<file path="config.mk">
export PLATFORM = sky130hd
export DESIGN_NAME = min_max_contrast_stretch
export DESIGN_NICKNAME = d
export VERILOG_FILES = /design/src/hw/rtl/mmcs_pkg.sv /design/src/hw/rtl/mmcs_front.sv /design/src/hw/rtl/mmcs_queue.sv /design/src/hw/rtl/mmcs_back.sv /design/src/hw/rtl/min_max_contrast_stretch.sv
export SDC_FILE = /design/constraint.sdc
export NUM_CORES = 1
export LEC_CHECK = 0
export BUFFER_PORTS_ARGS = -buffer_cell sky130_fd_sc_hd__buf_2
export CAP_MARGIN = 30
export CORE_MARGIN = 5
export CORE_UTILIZATION = 55
export CTS_CLUSTER_DIAMETER = 200
export DETAILED_ROUTE_END_ITERATION = 6
export PLACE_DENSITY = 0.79
export SYNTH_ARGS = -nofsm -noshare
export SYNTH_HDL_FRONTEND = slang
export SYNTH_SLANG_ARGS = --single-unit
</file>
<file path="constraint.sdc">
create_clock -name clock -period 4.4 [get_ports clock]
set_clock_uncertainty 0.2 [all_clocks]
set_input_delay 0.66 -clock clock [delete_from_list [all_inputs] [get_ports clock]]
set_output_delay 0.66 -clock clock [all_outputs]
set_load 0.01 [all_outputs]
</file>
<file path="src/hw/rtl/mmcs_pkg.sv">
// mmcs_pkg: shared types and constants for the min/max contrast stretch block
// used by the front, queue, back and top level files; no dependencies
package mmcs_pkg;

   localparam int PIX_W          = 8;
   localparam int STEP_W         = $clog2(PIX_W);
   localparam int NUM_W          = PIX_W + 9;      // 510*d + range
   localparam int QUEUE_DEPTH_DEF = 2;

   localparam logic FUNC_MEASURE = 1'b0;
   localparam logic FUNC_MAP     = 1'b1;

   localparam logic [PIX_W-1:0] PIX_MAX = {PIX_W{1'b1}};
   localparam logic [PIX_W-1:0] PIX_MIN = '0;

   // one classified map transaction
   typedef struct packed {
      logic             flat;
      logic             below;
      logic             above;
      logic [PIX_W-1:0] pixel;
      logic [PIX_W-1:0] delta;
      logic [PIX_W-1:0] span;
   } mmcs_item_type;

   // queue status seen by both sides
   typedef struct packed {
      logic full;
      logic empty;
   } mmcs_qstat_type;

   typedef enum logic [2:0] {
      ST_IDLE = 3'b001,
      ST_DIV  = 3'b010,
      ST_FIN  = 3'b100
   } mmcs_state_type;

endpackage

</file>
<file path="src/hw/rtl/mmcs_front.sv">
// mmcs_front: accepts transactions, tracks min/max, classifies map bytes
// depends on mmcs_pkg
module mmcs_front (
   input  logic                          clock,
   input  logic                          reset,
   input  logic                          req_valid,
   output logic                          req_stall,
   input  logic                          req_func,
   input  logic                          req_start_frame,
   input  logic [mmcs_pkg::PIX_W-1:0]    req_pixel_value,
   input  mmcs_pkg::mmcs_qstat_type      qstat,
   output logic                          push,
   output mmcs_pkg::mmcs_item_type       push_item
);
   import mmcs_pkg::*;

   logic [PIX_W-1:0] low_ff, low_in;
   logic [PIX_W-1:0] high_ff, high_in;
   logic             accept;
   logic [PIX_W-1:0] delta;
   logic [PIX_W-1:0] span;

   // only map bytes need a queue slot
   assign req_stall = qstat.full && (req_func == FUNC_MAP);
   assign accept    = req_valid && !req_stall;
   assign push      = accept && (req_func == FUNC_MAP);

   assign delta = req_pixel_value - low_ff;
   assign span  = high_ff - low_ff;

   always_comb begin
      push_item       = '0;
      push_item.flat  = high_ff <= low_ff;
      push_item.below = req_pixel_value < low_ff;
      push_item.above = delta >= span;
      push_item.pixel = req_pixel_value;
      push_item.delta = delta;
      push_item.span  = span;
   end

   always_comb begin
      low_in  = low_ff;
      high_in = high_ff;
      if (accept && (req_func == FUNC_MEASURE)) begin
         if (req_start_frame) begin
            low_in  = req_pixel_value;
            high_in = req_pixel_value;
         end else begin
            if (req_pixel_value < low_ff) begin
               low_in = req_pixel_value;
            end
            if (req_pixel_value > high_ff) begin
               high_in = req_pixel_value;
            end
         end
      end
   end

   always_ff @(posedge clock) begin
      if (reset) begin
         low_ff  <= PIX_MAX;
         high_ff <= PIX_MIN;
      end else begin
         low_ff  <= low_in;
         high_ff <= high_in;
      end
   end

endmodule

</file>
<file path="src/hw/rtl/mmcs_queue.sv">
// mmcs_queue: short fifo of classified map transactions between front and back
// depends on mmcs_pkg
module mmcs_queue #(
   parameter int QUEUE_DEPTH = mmcs_pkg::QUEUE_DEPTH_DEF
) (
   input  logic                     clock,
   input  logic                     reset,
   input  logic                     push,
   input  mmcs_pkg::mmcs_item_type  push_item,
   input  logic                     pop,
   output mmcs_pkg::mmcs_item_type  head_item,
   output mmcs_pkg::mmcs_qstat_type qstat
);
   import mmcs_pkg::*;

   localparam int PTR_W = (QUEUE_DEPTH > 1) ? $clog2(QUEUE_DEPTH) : 1;
   localparam int CNT_W = $clog2(QUEUE_DEPTH + 1);
   localparam logic [PTR_W-1:0] LAST_PTR = PTR_W'(QUEUE_DEPTH - 1);
   localparam logic [CNT_W-1:0] FULL_CNT = CNT_W'(QUEUE_DEPTH);

   mmcs_item_type    mem_ff [QUEUE_DEPTH];
   logic [PTR_W-1:0] wr_ptr_ff, wr_ptr_in;
   logic [PTR_W-1:0] rd_ptr_ff, rd_ptr_in;
   logic [CNT_W-1:0] count_ff, count_in;
   logic             do_push;
   logic             do_pop;

   assign qstat.full  = count_ff == FULL_CNT;
   assign qstat.empty = count_ff == '0;
   assign do_push     = push && !qstat.full;
   assign do_pop      = pop && !qstat.empty;
   assign head_item   = mem_ff[rd_ptr_ff];

   always_comb begin
      wr_ptr_in = wr_ptr_ff;
      rd_ptr_in = rd_ptr_ff;
      count_in  = count_ff;
      if (do_push) begin
         wr_ptr_in = (wr_ptr_ff == LAST_PTR) ? '0 : wr_ptr_ff + 1'b1;
      end
      if (do_pop) begin
         rd_ptr_in = (rd_ptr_ff == LAST_PTR) ? '0 : rd_ptr_ff + 1'b1;
      end
      if (do_push && !do_pop) begin
         count_in = count_ff + 1'b1;
      end else if (do_pop && !do_push) begin
         count_in = count_ff - 1'b1;
      end
   end

   always_ff @(posedge clock) begin
      if (do_push) begin
         mem_ff[wr_ptr_ff] <= push_item;
      end
   end

   always_ff @(posedge clock) begin
      if (reset) begin
         wr_ptr_ff <= '0;
         rd_ptr_ff <= '0;
         count_ff  <= '0;
      end else begin
         wr_ptr_ff <= wr_ptr_in;
         rd_ptr_ff <= rd_ptr_in;
         count_ff  <= count_in;
      end
   end

endmodule

</file>
<file path="src/hw/rtl/mmcs_back.sv">
// mmcs_back: restoring divider that stretches one queued byte, plus output register
// depends on mmcs_pkg
module mmcs_back (
   input  logic                         clock,
   input  logic                         reset,
   input  mmcs_pkg::mmcs_qstat_type     qstat,
   input  mmcs_pkg::mmcs_item_type      head_item,
   output logic                         pop,
   output logic                         rsp_valid,
   input  logic                         rsp_stall,
   output logic [mmcs_pkg::PIX_W-1:0]   rsp_scaled_value,
   output logic                         rsp_flat_range
);
   import mmcs_pkg::*;

   localparam int DSH_W = 2 * PIX_W;

   mmcs_state_type   state_ff, state_in;
   logic [NUM_W-1:0] rem_ff, rem_in;
   logic [DSH_W-1:0] dsh_ff, dsh_in;
   logic [PIX_W-1:0] quo_ff, quo_in;
   logic             flat_ff, flat_in;
   logic [STEP_W-1:0] step_ff, step_in;
   logic             out_valid_ff, out_valid_in;
   logic [PIX_W-1:0] out_value_ff, out_value_in;
   logic             out_flat_ff, out_flat_in;
   logic [NUM_W-1:0] numer;
   logic [NUM_W-1:0] dsh_ext;
   logic             fits;
   logic             slot_free;
   logic             load_out;

   // 510*d + range as shift and subtract
   assign numer = {head_item.delta, 9'b0} - {8'b0, head_item.delta, 1'b0}
                  + {9'b0, head_item.span};
   assign dsh_ext   = {{(NUM_W-DSH_W){1'b0}}, dsh_ff};
   assign fits      = rem_ff >= dsh_ext;
   assign slot_free = !out_valid_ff || !rsp_stall;
   assign load_out  = (state_ff == ST_FIN) && slot_free;
   assign pop       = (state_ff == ST_IDLE) && !qstat.empty;

   always_comb begin
      state_in = state_ff;
      rem_in   = rem_ff;
      dsh_in   = dsh_ff;
      quo_in   = quo_ff;
      flat_in  = flat_ff;
      step_in  = step_ff;
      case (state_ff)
         ST_IDLE: begin
            if (!qstat.empty) begin
               flat_in  = head_item.flat;
               state_in = ST_FIN;
               if (head_item.flat) begin
                  quo_in = head_item.pixel;
               end else if (head_item.below) begin
                  quo_in = PIX_MIN;
               end else if (head_item.above) begin
                  quo_in = PIX_MAX;
               end else begin
                  // divisor 2*range aligned to the top quotient bit
                  rem_in   = numer;
                  dsh_in   = {head_item.span, {PIX_W{1'b0}}};
                  quo_in   = '0;
                  step_in  = STEP_W'(PIX_W - 1);
                  state_in = ST_DIV;
               end
            end
         end
         ST_DIV: begin
            if (fits) begin
               rem_in = rem_ff - dsh_ext;
            end
            quo_in  = {quo_ff[PIX_W-2:0], fits};
            dsh_in  = dsh_ff >> 1;
            step_in = step_ff - 1'b1;
            if (step_ff == '0) begin
               state_in = ST_FIN;
            end
         end
         ST_FIN: begin
            if (slot_free) begin
               state_in = ST_IDLE;
            end
         end
         default: begin
            state_in = ST_IDLE;
         end
      endcase
   end

   always_comb begin
      out_valid_in = out_valid_ff && rsp_stall;
      out_value_in = out_value_ff;
      out_flat_in  = out_flat_ff;
      if (load_out) begin
         out_valid_in = 1'b1;
         out_value_in = quo_ff;
         out_flat_in  = flat_ff;
      end
   end

   always_ff @(posedge clock) begin
      if (reset) begin
         state_ff     <= ST_IDLE;
         out_valid_ff <= 1'b0;
      end else begin
         state_ff     <= state_in;
         out_valid_ff <= out_valid_in;
      end
   end

   always_ff @(posedge clock) begin
      rem_ff       <= rem_in;
      dsh_ff       <= dsh_in;
      quo_ff       <= quo_in;
      flat_ff      <= flat_in;
      step_ff      <= step_in;
      out_value_ff <= out_value_in;
      out_flat_ff  <= out_flat_in;
   end

   assign rsp_valid        = out_valid_ff;
   assign rsp_scaled_value = out_value_ff;
   assign rsp_flat_range   = out_flat_ff;

endmodule

</file>
<file path="src/hw/rtl/min_max_contrast_stretch.sv">
// min_max_contrast_stretch: top level of the two-pass min/max contrast stretch
// depends on mmcs_pkg, mmcs_front, mmcs_queue, mmcs_back
//
//   channel | direction | handshake            | payload
//   req_    | in        | req_valid/req_stall  | func, start_frame, pixel_value
//   rsp_    | out       | rsp_valid/rsp_stall  | scaled_value, flat_range
//
// measure transactions are never stalled and give no response
// a map transaction that needs the divider goes through one load, eight restoring steps and
// one hand-off in the back end; a flat or clamped one goes from the load to the hand-off
// the front keeps accepting while the queue has room; map bytes stall when it is full
// reset (synchronous, active high) sets min to 255 and max to 0 and empties the queue
// a response waiting on rsp_stall holds the back end after its next result only
module min_max_contrast_stretch #(
   parameter int QUEUE_DEPTH = mmcs_pkg::QUEUE_DEPTH_DEF
) (
   input  logic                        clock,
   input  logic                        reset,
   input  logic                        req_valid,
   output logic                        req_stall,
   input  logic                        req_func,
   input  logic                        req_start_frame,
   input  logic [mmcs_pkg::PIX_W-1:0]  req_pixel_value,
   output logic                        rsp_valid,
   input  logic                        rsp_stall,
   output logic [mmcs_pkg::PIX_W-1:0]  rsp_scaled_value,
   output logic                        rsp_flat_range
);
   import mmcs_pkg::*;

   mmcs_qstat_type qstat;
   mmcs_item_type  push_item;
   mmcs_item_type  head_item;
   logic           push;
   logic           pop;

   // front: min/max tracking, classification snapshot for map bytes
   mmcs_front u_front (
      .clock           (clock),
      .reset           (reset),
      .req_valid       (req_valid),
      .req_stall       (req_stall),
      .req_func        (req_func),
      .req_start_frame (req_start_frame),
      .req_pixel_value (req_pixel_value),
      .qstat           (qstat),
      .push            (push),
      .push_item       (push_item)
   );

   // decoupling queue
   mmcs_queue #(
      .QUEUE_DEPTH (QUEUE_DEPTH)
   ) u_queue (
      .clock     (clock),
      .reset     (reset),
      .push      (push),
      .push_item (push_item),
      .pop       (pop),
      .head_item (head_item),
      .qstat     (qstat)
   );

   // back: divider and output register
   mmcs_back u_back (
      .clock            (clock),
      .reset            (reset),
      .qstat            (qstat),
      .head_item        (head_item),
      .pop              (pop),
      .rsp_valid        (rsp_valid),
      .rsp_stall        (rsp_stall),
      .rsp_scaled_value (rsp_scaled_value),
      .rsp_flat_range   (rsp_flat_range)
   );

endmodule

</file>
# Word level (Yosys, flattened, before mapping)
# Memory sizes are Yosys's and may differ from the RTL's. A register that Yosys moved wholly into a read port is not among the register bits.
# Cells that the tools add are included.
# classes
add_sub_neg	10
n_lt_le_gt_ge	5
n_eq_ne	11
muxes	41
bitwise_logic	2
n_reduce_logical	32
# ops
cell	count
2-to-1 mux 17 bit	5
2-to-1 mux 16 bit	4
2-to-1 mux 8 bit	8
one-hot mux 17 bit (2 select lines)	1
one-hot mux 16 bit (2 select lines)	1
2-to-1 mux 3 bit	10
adder 17 x 8 -> 17 bit	1
>= comparator 17 x 16 -> 1 bit	1
subtractor 17 x 16 -> 17 bit	1
subtractor 17 x 9 -> 17 bit	1
one-hot mux 8 bit (2 select lines)	1
subtractor 8 bit	2
logical AND 1 bit	11
one-hot mux 3 bit (3 select lines)	1
>= comparator 8 bit	1
> comparator 8 bit	1
<= comparator 8 bit	1
less-than comparator 8 bit	1
!= test 2 bit, second input constant	4
AND reduction 2 bit	4
nonzero test 2 bit	4
logical NOT 1 bit	7
2-to-1 mux 1 bit	7
!= test 2 x 1 -> 1 bit, second input constant	3
17 further kinds	20
# word_totals
ff_bits	78
ram_bits	54
input_bits	14
output_inout_bits	11
elab_cells	116
n_memories	1
# mem_list
memory	depth	width	rd	rd_ports_with_merged_regs	write_ports	line	text
u_queue.mem_ff	2	27	1	1	1	mmcs_queue.sv:21	mmcs_item_type mem_ff [QUEUE_DEPTH];

# Longest topological paths before layout
# logic_depth
ltp_word	10
depth_mapped	13
ltp_nobuf	13

# Cells and area by module
# From an unflattened synthesis, not the netlist that was laid out.
# hier_totals
cells_unflattened	691
area_unflattened_um2	7642.3
# by_module_without_submodules
mod	n_inst	cells_each	area_each_um2
mmcs_back	1	366	3667.3
mmcs_queue	1	109	2163.3
mmcs_front	1	216	1811.7

# Least setup slack after synthesis
# Ideal clock, no wire load.
# synth_timing
kind	register to register
startpoint	register (tool-made name)
endpoint	register u_back.rem_ff[0] (enable)
arrival_ns	3.399
required_ns	3.808
setup_slack_ns	0.408
path_stages_with_launch	7
path_buffers	2
synth_period_minus_slack_ns	3.992
cell_sequence	dfxtp_1 buf_4 buf_4 mux2i_1 o21ai_0 o21ai_0 nor2b_1
# synth_rtl
element	line	text
end signal: assignment	mmcs_back.sv:114	rem_ff <= rem_in;
end: declaration	mmcs_back.sv:19	logic [NUM_W-1:0] rem_ff, rem_in;

==> metrics.txt <==
status=complete, no violations; vias=approximately 5.2k; diode count=0; CTS tree=yes; worst vdd ir=roughly 0.35 mV; Cells after Synth=672; die area=15900 um^2; Hold Path Class=flop to flop; crit start category=flop; Distinct cells, synth=59; Ys Warns=0; Area growth, synth to finish=12.4%; sequential area share after synthesis=around half; PwrDens=around 520 nW/um^2; Setup crit end kind=flop; combinational power share=between 20 and 30%; Pins Over Slew Limit=0; CP arrival=3.33 ns; largest area contributor in the synthesized netlist=edfxtp_1; Core Rows=42; crit path kind=flop to flop; largest net degree at the start of global routing=35; ranking of synthesized cells by area=edfxtp_1 44%, ha_1 10%, dfxtp_1 6.8%, mux2i_1 4.1%, a21oi_1 3.8%; Sw Share=a little under a third; H-tree levels=4; top cell type's share of synthesized area=43.8%; sequential share of power=around two fifths; Slew @ Worst Pin=0.838 ns; clk sinks=133; Primary FF master, synth=edfxtp_1; Filler Cell Count=1009; DIE HEIGHT=126 um; Initial Util=55.9%; vias in the first global route=5363; num ports=25; fraction of layout cells with a size suffix above 1=11.7%; core area=13200 um^2; Slew HR=about 44%; Int Power=2990 uW; DRC=0; MaxCap Viol Count=0; syn avg cell area=11.0 um^2; final period utilization=76.8%; Routability Congestion=0.949; switching pwr=1340 uW; port buffer count=24; DRT Wirelength=15.9 mm; nets=781; Syn Nets=748; first-pass GRT wire length=26.5 mm; Synth async-reset ratio=0%; Die X=126 um; cell area after synthesis=7400 um^2; Via density=5.85; clock buffer depth=2; CTS buffer count=17; WP data required=4.35 ns; RSZ-0062 raised after global routing=false; Clock power frac=around 33%; Worst-Skew Late Latency=~0.42 ns; endpoints failing hold=0; setup_tns=0 ns; wire per inst=17.8 um; Pre-antenna DRT Iters=6; root buf cell=clkbuf_16; GR Overflow Total=0; minimum clock period=3.38 ns; #FFs+latches synth=133; most frequent cell after synthesis=edfxtp_1; Worst-path clk slew=0.06 ns; Overall Global Routing Usage=approximately 21%; CTS-repair resized insts=0; CTS hold repair buffers=0; Max Clk Rate=between 200 and 300 MHz; 1st-iter DRT viols=400; setup bufs post-CTS=0; DP HPWL=11.3 mm; Final setup viols=0; DRT antenna net count=0; top cells by count, synth=108 x edfxtp_1, 71 x nor2_1, 59 x ha_1; Final Core Density=a little over three fifths; Leak=0.00339 uW; antenna violations before repair=0; crit path max fanout=16; Post-synth EDFFs=108
## cell families after synthesis
group	share of synthesized area, %
flip-flops	50.6
AO/OA/AOI/OAI	15.2
AND/OR/NAND/NOR	9.68
buffers and inverters	3.95
XOR/XNOR	4.50
adder cells (fa/ha/maj)	10.8
multiplexers	5.31
## sequential cells by signal (all words and copies together), names as in the netlist, 2 cells and up, named ones only
register                 count
u_front.high_ff              8
u_back.dsh_ff               16
u_front.low_ff               8
u_queue.count_ff             2
u_back.quo_ff                8
u_back.state_ff              3
u_back.step_ff               3
u_back.rem_ff               17
u_back.rsp_scaled_value      8
u_queue.mem_ff              54
## path summary, 6_finish.rpt
| check | endpoint | cells past startpoint | from | slack [ns] |
|---|---|---|---|---|
| worst max-delay path | u_back.rem_ff[15] | 9 | flop | 1.02 |
| worst min-delay path | u_back.rsp_scaled_value[7] | 0 | u_back.quo_ff[7] | 0.22 |
| worst max register to register | u_back.rem_ff[15] | 9 | flop | 1.02 |
| worst min register to register | u_back.rsp_scaled_value[7] | 0 | u_back.quo_ff[7] | 0.22 |
## cell usage in the layout (no fill, tap or decap), types with 6 or more instances in the layout
cell       count
mux2_2         7
a211oi_1       9
nand2_1       28
o21ai_0       33
o31ai_1        6
dfxtp_1       25
nor2b_1       11
xnor2_1       18
mux2i_1       30
o22a_1         8
edfxtp_1     108
inv_1         56
buf_4          8
xor2_1        20
clkbuf_16     17
a21o_1        12
nor3_1         9
nand2b_1       7
o21a_1         7
buf_2         24
nor2_1        71
a21oi_1       56
ha_1          59
nand4_1        6
## power by group through the flow
stage                     combinational [uW]  sequential [uW]  clock, uW
final                                   1240             1670       1410
after global routing                    1390             1690       1490
after CTS                               1240             1670       1420
after detailed placement                1220             1690          0
after global placement                  1170             1690          0
after floorplan                          978             1650          0
## per-layer routing
metal | wire (um) | part of all wire [%] | GRT usage (%) | vias up
li1 | - | - | - | 2517
met5 | 0 | 0 | 0 | -
met3 | 727 | 4.6 | 4.83 | 39
met4 | 517 | 3.2 | 10.1 | 0
met1 | 6810 | 43 | 25.3 | 2517
met2 | 7870 | 49 | 34.8 | 154
## critical path, cell delays in order, from the launching register on
cell and delay (ns):
dfxtp_1 0.75, buf_4 0.29, mux2i_1 0.46, ha_1 0.37, a21o_1 0.23, a21oi_1 0.18
o21ai_2 0.11, a21oi_1 0.19, xor2_1 0.20, mux2i_1 0.12
## per-stage QoR
stage	hold slack, ns	instances	total power [uW]	setup WS [ns]	cell area (um^2)
2_1_floorplan	0.200	672	2630	0.408	7400
3_3_place_gp	0.222	862	2850	0.997	7730
3_5_place_dp	0.215	862	2910	0.852	7730
4_1_cts	0.225	894	4330	1.07	8320
5_1_grt	0.233	894	4560	0.891	8320
6_report	0.224	894	4330	1.02	8320
## layout make-up
class	instances	area (um^2)	area share, %
Clock inverter	11	125	1.50
Timing Repair Buffer	32	180	2.16
Tap cell	176	220	2.65
Clock buffer	21	470	5.65
Multi-Input combinational cell	465	3370	40.5
Sequential cell	133	3740	45.0
Inverter	56	210	2.53
Power figures use the tool's default switching activity.
